`src/hdl/ucbd_pkg.sv`:
```
package ucbd_pkg;

  localparam int VALUE_W    = 64;
  localparam int CFG_IDX_W  = 2;
  localparam int CFG_DATA_W = 7;

  typedef struct packed {
    logic [7:0] stream_byte;
    logic       byte_is_last;
  } in_item_t;

  typedef struct packed {
    logic [VALUE_W-1:0] decoded_value;
    logic               overflow;
    logic               incomplete;
    logic               last_of_run;
  } out_item_t;

  typedef enum logic [2:0] {
    PH_IDLE,
    PH_UNARY,
    PH_READ,
    PH_EXTRA,
    PH_NFLAG,
    PH_NDATA
  } phase_t;

  localparam logic [2:0] KIND_UNARY  = 3'd0;
  localparam logic [2:0] KIND_GAMMA  = 3'd1;
  localparam logic [2:0] KIND_ZETA   = 3'd2;
  localparam logic [2:0] KIND_NIBBLE = 3'd3;
  localparam logic [2:0] KIND_FIXED  = 3'd4;

  localparam logic [CFG_IDX_W-1:0] REG_CODE_KIND   = 2'd0;
  localparam logic [CFG_IDX_W-1:0] REG_ZETA_K      = 2'd1;
  localparam logic [CFG_IDX_W-1:0] REG_FIXED_WIDTH = 2'd2;

  localparam logic [2:0] CODE_KIND_RST   = KIND_GAMMA;
  localparam logic [3:0] ZETA_K_RST      = 4'd3;
  localparam logic [6:0] FIXED_WIDTH_RST = 7'd8;

endpackage

```
`src/hdl/ucbd_fifo.sv`:
```
module ucbd_fifo #(
  parameter int WIDTH = 8,
  parameter int DEPTH = 2
) (
  input  logic             clk,
  input  logic             rst_n,
  input  logic             push,
  input  logic [WIDTH-1:0] wdata,
  output logic             full,
  input  logic             pop,
  output logic [WIDTH-1:0] rdata,
  output logic             empty
);
  localparam int AW = (DEPTH > 1) ? $clog2(DEPTH) : 1;
  localparam int CW = $clog2(DEPTH + 1);

  logic [WIDTH-1:0] store_r [DEPTH];
  logic [AW-1:0]    wr_ptr_r, wr_ptr_nxt;
  logic [AW-1:0]    rd_ptr_r, rd_ptr_nxt;
  logic [CW-1:0]    count_r, count_nxt;
  logic             do_push, do_pop;

  assign full    = (count_r == CW'(DEPTH));
  assign empty   = (count_r == '0);
  assign do_push = push & ~full;
  assign do_pop  = pop & ~empty;
  assign rdata   = store_r[rd_ptr_r];

  always_comb begin
    wr_ptr_nxt = wr_ptr_r;
    rd_ptr_nxt = rd_ptr_r;
    count_nxt  = count_r;
    if (do_push) begin
      wr_ptr_nxt = (wr_ptr_r == AW'(DEPTH - 1)) ? '0 : wr_ptr_r + AW'(1);
    end
    if (do_pop) begin
      rd_ptr_nxt = (rd_ptr_r == AW'(DEPTH - 1)) ? '0 : rd_ptr_r + AW'(1);
    end
    case ({do_push, do_pop})
      2'b10:   count_nxt = count_r + CW'(1);
      2'b01:   count_nxt = count_r - CW'(1);
      default: count_nxt = count_r;
    endcase
  end

  always_ff @(posedge clk) begin
    if (!rst_n) begin
      wr_ptr_r <= '0;
      rd_ptr_r <= '0;
      count_r  <= '0;
    end else begin
      wr_ptr_r <= wr_ptr_nxt;
      rd_ptr_r <= rd_ptr_nxt;
      count_r  <= count_nxt;
    end
  end

  always_ff @(posedge clk) begin
    if (do_push) begin
      store_r[wr_ptr_r] <= wdata;
    end
  end

endmodule

```
`src/hdl/ucbd_back.sv`:
```
module ucbd_back #(
  parameter int VALUE_BITS = 64
) (
  input  logic                               clk,
  input  logic                               rst_n,
  input  logic                               cfg_we,
  input  logic [ucbd_pkg::CFG_IDX_W-1:0]     cfg_index,
  input  logic [ucbd_pkg::CFG_DATA_W-1:0]    cfg_data,
  input  logic                               in_valid,
  input  ucbd_pkg::in_item_t                 in_item,
  output logic                               in_take,
  output logic                               res_push,
  output ucbd_pkg::out_item_t                res_item,
  input  logic                               res_full
);
  import ucbd_pkg::*;

  localparam logic [31:0] UnaryLim =
    (VALUE_BITS >= 32) ? 32'hFFFF_FFFF : 32'((64'd1 << VALUE_BITS) - 64'd1);

  logic [2:0]  code_kind_r;
  logic [3:0]  zeta_k_r;
  logic [6:0]  fixed_width_r;

  logic [7:0]  byte_r;
  logic        last_r;
  logic        busy_r, busy_nxt;
  logic [2:0]  bit_idx_r, bit_idx_nxt;

  phase_t                phase_r, ph_w;
  logic [31:0]           zero_run_r, zr_w;
  logic [VALUE_BITS-1:0] accum_r, acc_w;
  logic [6:0]            btr_r, btr_w;
  logic                  nstop_r, nst_w;
  logic                  ehold_r, eh_w;

  logic      pend_v_r, pend_v_nxt;
  out_item_t pend_r, pend_nxt;

  logic                  step, byte_end, live, kill, bit_w, cfg_hit;
  logic                  res_v, res_ovf, res_inc;
  logic [VALUE_BITS-1:0] res_val, acc_n, left, one_w;
  logic [3:0]            k_eff;
  logic [6:0]            fw_eff;
  logic [11:0]           sh12, cnt12, zchk12;

  assign step     = busy_r & ~res_full;
  assign byte_end = step & (bit_idx_r == 3'd0);
  assign in_take  = in_valid & (~busy_r | byte_end);
  assign bit_w    = byte_r[bit_idx_r];
  assign cfg_hit  = cfg_we & ((cfg_index == REG_CODE_KIND) | (cfg_index == REG_ZETA_K) |
                              (cfg_index == REG_FIXED_WIDTH));

  assign k_eff  = (zeta_k_r == 4'd0) ? 4'd1 : zeta_k_r;
  assign fw_eff = (fixed_width_r == 7'd0) ? 7'd1 :
                  (fixed_width_r > 7'd64) ? 7'd64 : fixed_width_r;
  assign sh12   = {5'b0, zero_run_r[6:0]} * {8'b0, k_eff};
  assign cnt12  = sh12 + {8'b0, k_eff} - 12'd1;
  assign zchk12 = sh12 + {7'b0, k_eff, 1'b0};
  assign one_w  = {{(VALUE_BITS-1){1'b0}}, 1'b1};
  assign left   = one_w << sh12[5:0];
  assign acc_n  = {accum_r[VALUE_BITS-2:0], bit_w};

  always_comb begin
    ph_w    = phase_r;
    zr_w    = zero_run_r;
    acc_w   = accum_r;
    btr_w   = btr_r;
    nst_w   = nstop_r;
    eh_w    = ehold_r;
    res_v   = 1'b0;
    res_ovf = 1'b0;
    res_inc = 1'b0;
    res_val = '0;
    kill    = 1'b0;
    live    = 1'b0;
    if (step && !ehold_r) begin
      live = 1'b1;
      if (phase_r == PH_IDLE) begin
        case (code_kind_r)
          KIND_UNARY, KIND_GAMMA, KIND_ZETA: ph_w = PH_UNARY;
          KIND_NIBBLE: ph_w = PH_NFLAG;
          KIND_FIXED: begin
            ph_w  = PH_READ;
            btr_w = fw_eff;
          end
          default: live = 1'b0;
        endcase
      end
    end
    if (live) begin
      case (ph_w)
        PH_UNARY: begin
          if (bit_w) begin
            case (code_kind_r)
              KIND_UNARY: begin
                res_v   = 1'b1;
                res_val = VALUE_BITS'(zero_run_r);
              end
              KIND_GAMMA: begin
                if (zero_run_r == '0) begin
                  res_v = 1'b1;
                end else begin
                  acc_w = one_w;
                  btr_w = zero_run_r[6:0];
                  ph_w  = PH_READ;
                end
              end
              default: begin
                if (cnt12 == '0) begin
                  res_v = 1'b1;
                end else begin
                  acc_w = '0;
                  btr_w = cnt12[6:0];
                  ph_w  = PH_READ;
                end
              end
            endcase
          end else begin
            case (code_kind_r)
              KIND_UNARY: res_ovf = (zero_run_r >= UnaryLim);
              KIND_GAMMA: res_ovf = (({1'b0, zero_run_r} + 33'd1) >= 33'(VALUE_BITS));
              default:    res_ovf = (zchk12 > 12'(VALUE_BITS));
            endcase
            if (res_ovf) begin
              res_v = 1'b1;
            end else begin
              zr_w = zero_run_r + 32'd1;
            end
          end
        end
        PH_READ: begin
          if (code_kind_r == KIND_FIXED && accum_r[VALUE_BITS-1]) begin
            res_v   = 1'b1;
            res_ovf = 1'b1;
          end else begin
            acc_w = acc_n;
            if (btr_w != '0) begin
              btr_w = btr_w - 7'd1;
            end
            if (btr_w == '0) begin
              case (code_kind_r)
                KIND_GAMMA: begin
                  res_v   = 1'b1;
                  res_val = acc_n - one_w;
                end
                KIND_ZETA: begin
                  if (acc_n < left) begin
                    res_v   = 1'b1;
                    res_val = acc_n + left - one_w;
                  end else begin
                    ph_w = PH_EXTRA;
                  end
                end
                default: begin
                  res_v   = 1'b1;
                  res_val = acc_n;
                end
              endcase
            end
          end
        end
        PH_EXTRA: begin
          res_v   = 1'b1;
          res_val = {accum_r[VALUE_BITS-2:0], 1'b0} + {{(VALUE_BITS-1){1'b0}}, bit_w} - one_w;
        end
        PH_NFLAG: begin
          if (accum_r[VALUE_BITS-1 -: 3] != 3'd0) begin
            res_v   = 1'b1;
            res_ovf = 1'b1;
          end else begin
            nst_w = bit_w;
            acc_w = accum_r << 3;
            btr_w = 7'd3;
            ph_w  = PH_NDATA;
          end
        end
        PH_NDATA: begin
          if (btr_w != '0) begin
            btr_w = btr_w - 7'd1;
          end
          acc_w = accum_r | ({{(VALUE_BITS-1){1'b0}}, bit_w} << btr_w[1:0]);
          if (btr_w == '0) begin
            if (nstop_r) begin
              res_v   = 1'b1;
              res_val = acc_w;
            end else begin
              ph_w = PH_NFLAG;
            end
          end
        end
        default: kill = 1'b1;
      endcase
    end
    if (res_ovf) begin
      res_val = '0;
      eh_w    = 1'b1;
    end
    if (res_v || kill) begin
      ph_w  = PH_IDLE;
      zr_w  = '0;
      acc_w = '0;
      btr_w = '0;
      nst_w = 1'b0;
    end
    // flag a partly read codeword at end of stream, then drop everything
    if (byte_end && last_r) begin
      if (!eh_w && ph_w != PH_IDLE) begin
        res_v   = 1'b1;
        res_inc = 1'b1;
        res_val = '0;
      end
      ph_w  = PH_IDLE;
      zr_w  = '0;
      acc_w = '0;
      btr_w = '0;
      nst_w = 1'b0;
      eh_w  = 1'b0;
    end
    if (cfg_hit) begin
      ph_w  = PH_IDLE;
      zr_w  = '0;
      acc_w = '0;
      btr_w = '0;
      nst_w = 1'b0;
    end
  end

  // hold the newest result until the next one, or the end of its byte, shows whether it is last
  assign res_push = pend_v_r & ~res_full & (pend_r.last_of_run | res_v);
  assign res_item = pend_r;

  always_comb begin
    pend_v_nxt = pend_v_r;
    pend_nxt   = pend_r;
    if (res_v) begin
      pend_v_nxt             = 1'b1;
      pend_nxt.decoded_value = VALUE_W'(res_val);
      pend_nxt.overflow      = res_ovf;
      pend_nxt.incomplete    = res_inc;
      pend_nxt.last_of_run   = byte_end;
    end else if (res_push) begin
      pend_v_nxt = 1'b0;
    end else if (byte_end && pend_v_r) begin
      pend_nxt.last_of_run = 1'b1;
    end
  end

  always_comb begin
    busy_nxt    = busy_r;
    bit_idx_nxt = bit_idx_r;
    if (step) begin
      bit_idx_nxt = bit_idx_r - 3'd1;
    end
    if (in_take) begin
      busy_nxt    = 1'b1;
      bit_idx_nxt = 3'd7;
    end else if (byte_end) begin
      busy_nxt = 1'b0;
    end
  end

  always_ff @(posedge clk) begin
    if (!rst_n) begin
      code_kind_r   <= CODE_KIND_RST;
      zeta_k_r      <= ZETA_K_RST;
      fixed_width_r <= FIXED_WIDTH_RST;
      busy_r        <= 1'b0;
      bit_idx_r     <= '0;
      phase_r       <= PH_IDLE;
      zero_run_r    <= '0;
      accum_r       <= '0;
      btr_r         <= '0;
      nstop_r       <= 1'b0;
      ehold_r       <= 1'b0;
      pend_v_r      <= 1'b0;
    end else begin
      if (cfg_we) begin
        case (cfg_index)
          REG_CODE_KIND:   code_kind_r   <= cfg_data[2:0];
          REG_ZETA_K:      zeta_k_r      <= cfg_data[3:0];
          REG_FIXED_WIDTH: fixed_width_r <= cfg_data;
          default:         ;
        endcase
      end
      busy_r     <= busy_nxt;
      bit_idx_r  <= bit_idx_nxt;
      phase_r    <= ph_w;
      zero_run_r <= zr_w;
      accum_r    <= acc_w;
      btr_r      <= btr_w;
      nstop_r    <= nst_w;
      ehold_r    <= eh_w;
      pend_v_r   <= pend_v_nxt;
    end
  end

  always_ff @(posedge clk) begin
    pend_r <= pend_nxt;
    if (in_take) begin
      byte_r <= in_item.stream_byte;
      last_r <= in_item.byte_is_last;
    end
  end

endmodule

```
`src/hdl/universal_code_bit_decoder_core.sv`:
```
// Decodes unary, Elias gamma, zeta(k), nibble and fixed width integer codes from a byte
// stream, msb first, one request per byte; each finished codeword gives one result and the
// final result of a byte carries last_of_run. Bytes wait in a short input queue, results in
// a short output queue. The decode engine works one stream bit per clock while the
// output queue has room, so bytes follow back to back while the output side keeps up;
// a result leaves the engine in the cycle the next codeword of its byte ends or, if it
// is its byte's last, once last_of_run is registered at byte end and the queue has room.
// Configuration writes drop any partly read codeword and are meant for an idle block.
module universal_code_bit_decoder_core #(
  parameter int VALUE_BITS = 64,
  parameter int IN_DEPTH   = 2,
  parameter int OUT_DEPTH  = 2
) (
  input  logic                            clk,
  input  logic                            rst_n,
  input  logic                            push,
  output logic                            full,
  input  ucbd_pkg::in_item_t              in_item,
  output logic                            empty,
  input  logic                            pop,
  output ucbd_pkg::out_item_t             out_item,
  input  logic                            cfg_we,
  input  logic [ucbd_pkg::CFG_IDX_W-1:0]  cfg_index,
  input  logic [ucbd_pkg::CFG_DATA_W-1:0] cfg_data
);
  import ucbd_pkg::*;

  logic      inq_empty, back_take, res_push, res_full;
  in_item_t  inq_item;
  out_item_t res_item;

  ucbd_fifo #(
    .WIDTH ($bits(in_item_t)),
    .DEPTH (IN_DEPTH)
  ) u_inq (
    .clk   (clk),
    .rst_n (rst_n),
    .push  (push),
    .wdata (in_item),
    .full  (full),
    .pop   (back_take),
    .rdata (inq_item),
    .empty (inq_empty)
  );

  ucbd_back #(
    .VALUE_BITS (VALUE_BITS)
  ) u_back (
    .clk       (clk),
    .rst_n     (rst_n),
    .cfg_we    (cfg_we),
    .cfg_index (cfg_index),
    .cfg_data  (cfg_data),
    .in_valid  (~inq_empty),
    .in_item   (inq_item),
    .in_take   (back_take),
    .res_push  (res_push),
    .res_item  (res_item),
    .res_full  (res_full)
  );

  ucbd_fifo #(
    .WIDTH ($bits(out_item_t)),
    .DEPTH (OUT_DEPTH)
  ) u_outq (
    .clk   (clk),
    .rst_n (rst_n),
    .push  (res_push),
    .wdata (res_item),
    .full  (res_full),
    .pop   (pop),
    .rdata (out_item),
    .empty (empty)
  );

endmodule

```
`config.mk`:
```
export PLATFORM = sky130hd
export DESIGN_NAME = universal_code_bit_decoder_core
export DESIGN_NICKNAME = d
export VERILOG_FILES = /design/src/hdl/ucbd_pkg.sv /design/src/hdl/ucbd_fifo.sv /design/src/hdl/ucbd_back.sv /design/src/hdl/universal_code_bit_decoder_core.sv
export SDC_FILE = /design/constraint.sdc
export NUM_CORES = 1
export LEC_CHECK = 0
export BUFFER_PORTS_ARGS = -buffer_cell sky130_fd_sc_hd__buf_2
export CORE_MARGIN = 4
export CORE_UTILIZATION = 50
export DETAILED_ROUTE_END_ITERATION = 16
export HOLD_SLACK_MARGIN = 0.02
export PLACE_DENSITY_LB_ADDON = 0.12
export SLEW_MARGIN = 40
export SYNTH_ARGS = -nofsm -noshare
export SYNTH_HDL_FRONTEND = slang
export SYNTH_HIERARCHICAL = 1
export SYNTH_SLANG_ARGS = --single-unit
```
`constraint.sdc`:
```
create_clock -name clk -period 7.47 [get_ports clk]
set_input_delay 0.747 -clock clk [delete_from_list [all_inputs] [get_ports clk]]
set_output_delay 0.747 -clock clk [all_outputs]
set_load 0.01 [all_outputs]
```
Word-level counts from Yosys, hierarchy flattened
Memory sizes are Yosys's and may differ from the RTL's. A register that Yosys moved wholly into a read port is not among the register bits.
Index checks and enable logic that the tools add are counted.
{"block": "totals", "regBits": 202, "mem_bits_rw": 152, "in_bits": 23, "output_inout_bits": 69, "word_cells": 255, "n_memories": 2}
{"block": "classes", "add_sub_neg": 20, "n_mul": 1, "magnitude_cmp": 6, "n_eq_ne": 24, "shift": 2, "muxes": 111, "bitwise_logic": 24, "reduce_logical": 43}
{"name": "u_outq.store_r", "words": 2, "word_bits": 67, "read_ports": 1, "rd_clocked_by_memory_dff": 1, "write_ports": 1, "line_no": "ucbd_fifo.sv:17", "text": "logic [WIDTH-1:0] store_r [DEPTH];"}
{"name": "u_inq.store_r", "words": 2, "word_bits": 9, "read_ports": 1, "rd_clocked_by_memory_dff": 1, "write_ports": 1, "line_no": "ucbd_fifo.sv:17"}
{"operator": "64-bit two-way mux", "count": 15}
{"operator": "64-bit one-hot mux with 4 select lines", "count": 2}
{"operator": "64-bit one-hot mux with 2 select lines", "count": 2}
{"operator": "64-bit by 1-bit subtractor with 64-bit output, second input constant", "count": 3}
{"operator": "7-bit two-way mux", "count": 17}
{"operator": "64-bit by 1-bit adder with 64-bit output", "count": 1}
{"operator": "64-bit adder", "count": 1}
{"operator": "64-bit < comparator", "count": 1}
{"operator": "64-bit OR", "count": 1}
{"operator": "1-bit by 2-bit left shift with 64-bit output", "count": 1}
{"operator": "1-bit by 6-bit left shift with 64-bit output, first input constant", "count": 1}
{"operator": "3-bit two-way mux", "count": 16}
{"operator": "1-bit two-way mux", "count": 45}
{"operator": "32-bit by 1-bit adder with 33-bit output, second input constant", "count": 1}
{"operator": "33-bit by 7-bit greater-or-equal comparator with 1-bit output, second input constant", "count": 1}
{"operator": "32-bit by 1-bit adder with 32-bit output, second input constant", "count": 1}
{"operator": "32-bit greater-or-equal comparator, second input constant", "count": 1}
{"operator": "32-bit zero test", "count": 1}
{"operator": "32-bit two-way mux", "count": 1}
{"operator": "7-bit one-hot mux with 4 select lines", "count": 1}
{"operator": "7-bit zero test", "count": 3}
{"operator": "7-bit one-hot mux with 2 select lines", "count": 1}
{"operator": "11-bit by 4-bit adder with 12-bit output", "count": 1}
{"operator": "11-bit by 5-bit adder with 12-bit output", "count": 1}
{"operator": "49 further kinds", "count": 112}

Depth between registers and ports, before layout
{"block": "logic_depth", "word_depth": 27, "ltp_mapped": 31, "ltp_nobuf": 28}

Hierarchy
The synthesis kept the hierarchy.
{"mod": "ucbd_back", "instances": 1, "cells_per_inst": 2993, "area_each_um2": 22773.1, "seq_area_each_um2": 4824.6}
{"mod": "ucbd_fifo at u_outq", "instances": 1, "cells_per_inst": 234, "area_each_um2": 5057.4, "seq_area_each_um2": 4124.0}
{"mod": "ucbd_fifo at u_inq", "instances": 1, "cells_per_inst": 54, "area_each_um2": 883.3, "seq_area_each_um2": 640.6}
{"mod": "universal_code_bit_decoder_core", "instances": 1, "cells_per_inst": 1, "area_each_um2": 3.8, "seq_area_each_um2": 0.0}

Worst setup path before layout
Ideal clock, no wire load.
{"block": "synth_path", "kind": "register to register", "startpoint": "register u_back.zero_run_r[2]", "endpoint": "memory u_outq/store_r[0][0] (netlist name), enable pin", "setup_time_ns": 0.421, "arrival_ns": 7.503, "path_slack_ns": -0.454, "path_stages_with_launch": 28, "path_buffers": 3, "synth_period_minus_slack_ns": 7.924, "path_cell_list": "dfxtp_1 clkbuf_1 and2_1 fa_1 inv_1 fa_1 inv_1 ha_1 o21a_1 and2_1 buf_6 nor3_1 clkbuf_1 nand2_1 ha_1 inv_1 a21oi_1 o31ai_1 a2111oi_0 nand2_1 a211oi_1 nor2_1 o2111a_2 a31o_2 a21oi_1 inv_1 or3_1 inv_1"}
{"block": "synth_between", "elab_chain_cells": 22}
{"element": "start, declared", "line_no": "ucbd_back.sv:31", "text": "logic [31:0] zero_run_r, zr_w;"}
{"element": "start signal, assigned", "line_no": "ucbd_back.sv:289", "text": "zero_run_r <= zr_w;"}
{"element": "7-bit by 4-bit multiplier with 11-bit output", "line_no": "ucbd_back.sv:57", "text": "assign sh12 = {5'b0, zero_run_r[6:0]} * {8'b0, k_eff};"}
{"element": "11-bit by 5-bit adder with 12-bit output", "line_no": "ucbd_back.sv:59", "text": "assign zchk12 = sh12 + {7'b0, k_eff, 1'b0};"}
{"element": "12-bit by 7-bit greater-than comparator with 1-bit output", "line_no": "ucbd_back.sv:123", "text": "default: res_ovf = (zchk12 > 12'(VALUE_BITS));"}
{"element": "1-bit one-hot mux with 2 select lines", "line_no": "ucbd_back.sv:120", "text": "case (code_kind_r)"}
{"element": "1-bit two-way mux", "line_no": "ucbd_back.sv:94", "text": "if (bit_w) begin"}
{"element": "1-bit two-way mux", "line_no": "ucbd_back.sv:92", "text": "case (ph_w)"}
{"element": "1-bit two-way mux", "line_no": "ucbd_back.sv:91", "text": "if (live) begin"}
{"element": "1-bit two-way mux", "line_no": "ucbd_back.sv:125", "text": "if (res_ovf) begin"}
{"element": "[... 7 more ...]"}
{"element": "1-bit two-way mux", "line_no": "ucbd_back.sv:208", "text": "if (!eh_w && ph_w != PH_IDLE) begin"}
{"element": "1-bit two-way mux *", "line_no": "ucbd_back.sv:207", "text": "if (byte_end && last_r) begin"}
{"element": "1-bit OR *", "line_no": "ucbd_back.sv:230", "text": "assign res_push = pend_v_r & ~res_full & (pend_r.last_of_run | res_v);"}
{"element": "1-bit bitwise AND *", "line_no": "ucbd_back.sv:230"}
{"element": "via res_push", "line_no": "universal_code_bit_decoder_core.sv:28", "text": "logic inq_empty, back_take, res_push, res_full;"}
{"element": "1-bit bitwise AND *", "line_no": "ucbd_fifo.sv:25", "text": "assign do_push = push & ~full;"}
{"element": "1-bit two-way mux *", "line_no": "ucbd_fifo.sv:59", "text": "if (do_push) begin"}
{"element": "1-bit two-way mux (implied by the code) *", "line_no": "ucbd_fifo.sv:60", "text": "store_r[wr_ptr_r] <= wdata;"}
{"element": "end, declared", "line_no": "ucbd_fifo.sv:17"}
Mark *: on every way through the listed nets, which the timed path passes. The rest lies on a longest branch. The select of a mux whose other input is x is not followed.

Worst setup path after layout
{"block": "layout_path", "startpoint": "register u_back.zeta_k_r[2]", "endpoint": "memory u_outq/store_r[0][66] (netlist name), enable pin"}
{"block": "layout_between", "elab_chain_cells": 24}
{"element": "start, declared", "line_no": "ucbd_back.sv:22", "text": "logic [3:0] zeta_k_r;"}
{"element": "start signal, assigned", "line_no": "ucbd_back.sv:281", "text": "REG_ZETA_K: zeta_k_r <= cfg_data[3:0];"}
{"element": "4-bit zero test", "line_no": "ucbd_back.sv:54", "text": "assign k_eff = (zeta_k_r == 4'd0) ? 4'd1 : zeta_k_r;"}
{"element": "4-bit two-way mux *", "line_no": "ucbd_back.sv:54"}
{"element": "7-bit by 4-bit multiplier with 11-bit output", "line_no": "ucbd_back.sv:57"}
{"element": "11-bit by 5-bit adder with 12-bit output", "line_no": "ucbd_back.sv:59"}
{"element": "12-bit by 7-bit greater-than comparator with 1-bit output", "line_no": "ucbd_back.sv:123"}
{"element": "1-bit one-hot mux with 2 select lines", "line_no": "ucbd_back.sv:120"}
{"element": "1-bit two-way mux", "line_no": "ucbd_back.sv:94"}
{"element": "1-bit two-way mux", "line_no": "ucbd_back.sv:92"}
{"element": "[... 9 more ...]"}
{"element": "1-bit two-way mux", "line_no": "ucbd_back.sv:208"}
{"element": "1-bit two-way mux *", "line_no": "ucbd_back.sv:207"}
{"element": "1-bit OR *", "line_no": "ucbd_back.sv:230"}
{"element": "1-bit bitwise AND *", "line_no": "ucbd_back.sv:230"}
{"element": "via res_push", "line_no": "universal_code_bit_decoder_core.sv:28"}
{"element": "1-bit bitwise AND *", "line_no": "ucbd_fifo.sv:25"}
{"element": "1-bit two-way mux *", "line_no": "ucbd_fifo.sv:59"}
{"element": "1-bit two-way mux (implied by the code) *", "line_no": "ucbd_fifo.sv:60"}
Marked as above.

==> flow_metrics.py <==
metrics = {
    "placement": {
        "dpl_cell_area_um2": 30400,
        "hpwl_um": 74000,
        "routabilityCongestion": 0.981,
        "post-place-cells": 4045,
        "portBuffers": 91,
    },
    "synth": {
        "synthTopCellsByArea": "edfxtp_1 24%, ha_1 10%, dfxtp_1 9.6%",
        "synth.area.mux_share": 0.0451,
        "ys_ff_latch": 365,
        "synth_compound_area_frac": 0.206,
        "syn_avg_cell_area_um2": 8.75,
        "synth_top_area_cell": "edfxtp_1",
        "synth_edf_count": 228,
        "ys_types": 107,
        "synth_xor_area_frac": 0.0505,
        "ys.warnings.count": 6,
        "yosys_most_used_dff": "edfxtp_1",
        "yosys.area_share.simple": 0.182,
        "synth_top_area_share": 0.238,
        "synth_fp_nets": 3552,
        "synth_top_family_by_area": "compound AO/OA/AOI/OAI gates",
        "yosysSeqAreaShare": 0.334,
        "synth-adder-area-share": 0.111,
        "syn-cell-area_um2": 28700,
        "async_flop_share": 0,
        "syn_inst": 3282,
    },
    "worst_setup_path": {
        "worst_path_most_repeated_cell": "buf_4",
        "worstPathMaxFanout": 22,
        "startpoint_type": "flip-flop",
        "crit_required_ns": 7.75,
        "cp_slowest_cell": "fa_1",
        "end_kind": "flip-flop",
        "crit_path_max_incr_delay_ns": 0.55,
        "critPathKind": "flip-flop to flip-flop",
        "arrival_ns": 7.42,
    },
    "global_route": {
        "grt_max_degree": 78,
        "grt_pass1_vias": 25400,
        "overflow": 0,
        "grt_pass1_wl_um": 151000,
        "grt_usage": 0.317,
        "antenna_found_initial": 2,
    },
    "sta": {
        "rsz0062_at_grt": "no",
        "min_period_ns": 7.14,
        "whs_ns": 0.359,
        "setup-violations-final": 0,
        "max_clock_freq_ghz": 0.140,
        "tns_ns": 0,
        "worst_pin_slew_ns": 0.883,
        "hold_viol_final": 0,
        "clock_skew_ns": 0.0256,
        "post-route-period-util": 0.955,
        "maxSlewHeadroom": 0.411,
        "maxSlewViolCount": 0,
    },
    "die": {
        "start_util": 0.507,
        "dieArea_um2": 61300,
        "die_x_um": 248,
        "boundaryPins": 92,
        "rows": 87,
        "fp.coreArea_um2": 56600,
        "fp.dieH_um": 248,
    },
    "final_layout": {
        "syn_to_final_growth_pct": 11.5,
        "final_cells": 4129,
        "finalNetCount": 3610,
        "diodes": 0,
        "drive_gt1_frac": 0.154,
        "finish.instance_area_um2": 32000,
        "multiInputGateArea_um2": 17300,
        "regArea_um2": 9590,
        "fill_cells": 5236,
    },
    "routing": {
        "ant_nets": 0,
        "drc": 0,
        "vias": 26300,
        "drt_iter0_markers": 2682,
        "viasPerCell": 6.37,
        "postRouteWirelength_um": 99500,
        "drtPass1Iterations": 5,
        "post_drt_wl_per_cell_um": 24.1,
    },
    "clock_network": {
        "path_clk_slew_ns": 0.06,
        "hold_buffers": 0,
        "cts.sinks": 365,
        "ctsHtreeMaxLevel": 2,
        "cts_buffers": 42,
        "clock-root-buffer": "clkbuf_16",
        "clockBufferDepth": 3,
        "clk_latency_ns": 0.60,
        "tritoncts": "built",
    },
    "power_and_ir_drop": {
        "p_per_area_nw_per_um2": 259,
        "ir_drop_mv": 0.229,
        "p_leak_nw": 12.4,
    },
    "hold_path": {
        "worstHoldPathType": "input port to flip-flop",
    },
    "status": {
        "status": "finished, final reports clean",
    },
    "job": {
        "drv_cap": 0,
    },
}
cell usage after synthesis, types with 36 or more instances:
library cell / instances
nor3_1: 159
xnor2_1: 137
buf_2: 43
a2bb2oi_1: 44
a22oi_1: 77
a221oi_1: 45
clkbuf_1: 149
nand3_1: 55
mux2_2: 83
a21oi_1: 229
inv_1: 262
ha_1: 234
nor2_1: 231
a21o_1: 45
a31oi_1: 36
dfxtp_1: 137
nand4_1: 48
nor4_1: 37
edfxtp_1: 228
nor2b_1: 37
o21ai_0: 133
nand2_1: 253
routing by layer:
layer  GRT usage  up-vias  share of wire
met4       0.111        0          0.038
met1       0.442    12700           0.43
li1            -    12100              -
met3      0.0535      237          0.084
met5           0        -              0
met2       0.499     1238           0.45
cells in the final DEF (no fill, tap or decap), types with 36 or more instances in the layout:
| cell | instances |
|---|---|
| inv_1 | 260 |
| nand2_1 | 251 |
| ha_1 | 231 |
| a21oi_1 | 229 |
| edfxtp_1 | 228 |
| nor2_1 | 227 |
| nor3_1 | 154 |
| xnor2_1 | 137 |
| dfxtp_1 | 135 |
| buf_4 | 133 |
| o21ai_0 | 130 |
| buf_2 | 91 |
| mux2_2 | 83 |
| a22oi_1 | 77 |
| nand3_1 | 54 |
| nand4_1 | 48 |
| a21o_1 | 45 |
| a221oi_1 | 45 |
| a2bb2oi_1 | 44 |
| clkbuf_16 | 42 |
| nor2b_1 | 36 |
flip-flops by register name, indices dropped and copies added (netlist names), 2 cells and up, named ones only:
| register | cells |
|---|---|
| u_back/code_kind_r | 3 |
| u_back/res_item | 67 |
| u_back/bit_idx_r | 3 |
| u_back/zeta_k_r | 4 |
| u_back/fixed_width_r | 7 |
| u_back/accum_r | 64 |
| u_inq/store_r | 18 |
| u_back/zero_run_r | 32 |
| u_inq/count_r | 2 |
| u_back/byte_r | 8 |
| u_outq/count_r | 2 |
| u_back/btr_r | 7 |
| u_outq/store_r | 134 |
| u_back/phase_r | 3 |
what timing repair did:
item	in CTS	in global routing
resized for setup	0	27
endpoints found under the setup margin	0	264
hold endpoints to repair	0	0
setup buffers	0	5
layout make-up:
type / count / area share
multi-input cells: 2424 / 0.541
flip-flops and latches: 365 / 0.300
repair buffers: 240 / 0.0549
clock buffers: 45 / 0.0338
inverters: 267 / 0.0314
well taps: 756 / 0.0295
clock inverters: 32 / 0.00989
through the flow:
stage	util	setup slack, ns	power (W)
floorplan	-	0.0127	0.00492
global placement	0.537	0.242	0.00604
detailed placement	0.538	0.0933	0.00609
CTS	0.562	0.0190	0.00821
global route	0.566	0.00138	0.00868
finish	0.566	0.334	0.00828
critical path, delay by kind of cell (launching register included):
| family | cells | cell delay (ns) |
|---|---|---|
| fa+ha+maj | 4 | 1.70 |
| flops | 1 | 0.40 |
| compound gates | 8 | 1.91 |
| simple gates | 7 | 1.32 |
| buf+inv | 10 | 1.46 |
worst paths after layout:
| check | start | to | slack (ns) | cells past startpoint |
|---|---|---|---|---|
| hold / removal | in_item[2] | u_inq/store_r[0][2]$_DFFE_PP_ | 0.36 | 1 |
| setup reg to reg | u_back/zeta_k_r[2]$_SDFFE_PN0P_ | u_outq/store_r[0][66]$_DFFE_PP_ | 0.33 | 29 |
| hold reg to reg | u_back/res_item[15]$_DFFE_PP_ | u_outq/store_r[0][15]$_DFFE_PP_ | 0.45 | 0 |
| setup / recovery | u_back/zeta_k_r[2]$_SDFFE_PN0P_ | u_outq/store_r[0][66]$_DFFE_PP_ | 0.33 | 29 |
report_power, final:
group          internal, W  total [W]  switching (W)
Clock              0.00120    0.00210       0.000894
Combinational      0.00151    0.00389        0.00238
Sequential         0.00223    0.00229      0.0000628
logic make-up after synthesis:
kind of cell	Yosys count
flip-flops	365
adder cells (fa/ha/maj)	247
XOR/XNOR	164
AO/OA/AOI/OAI	865
buffers and inverters	493
multiplexers	116
AND/OR/NAND/NOR	1032
(Power assumes the default switching activity.)
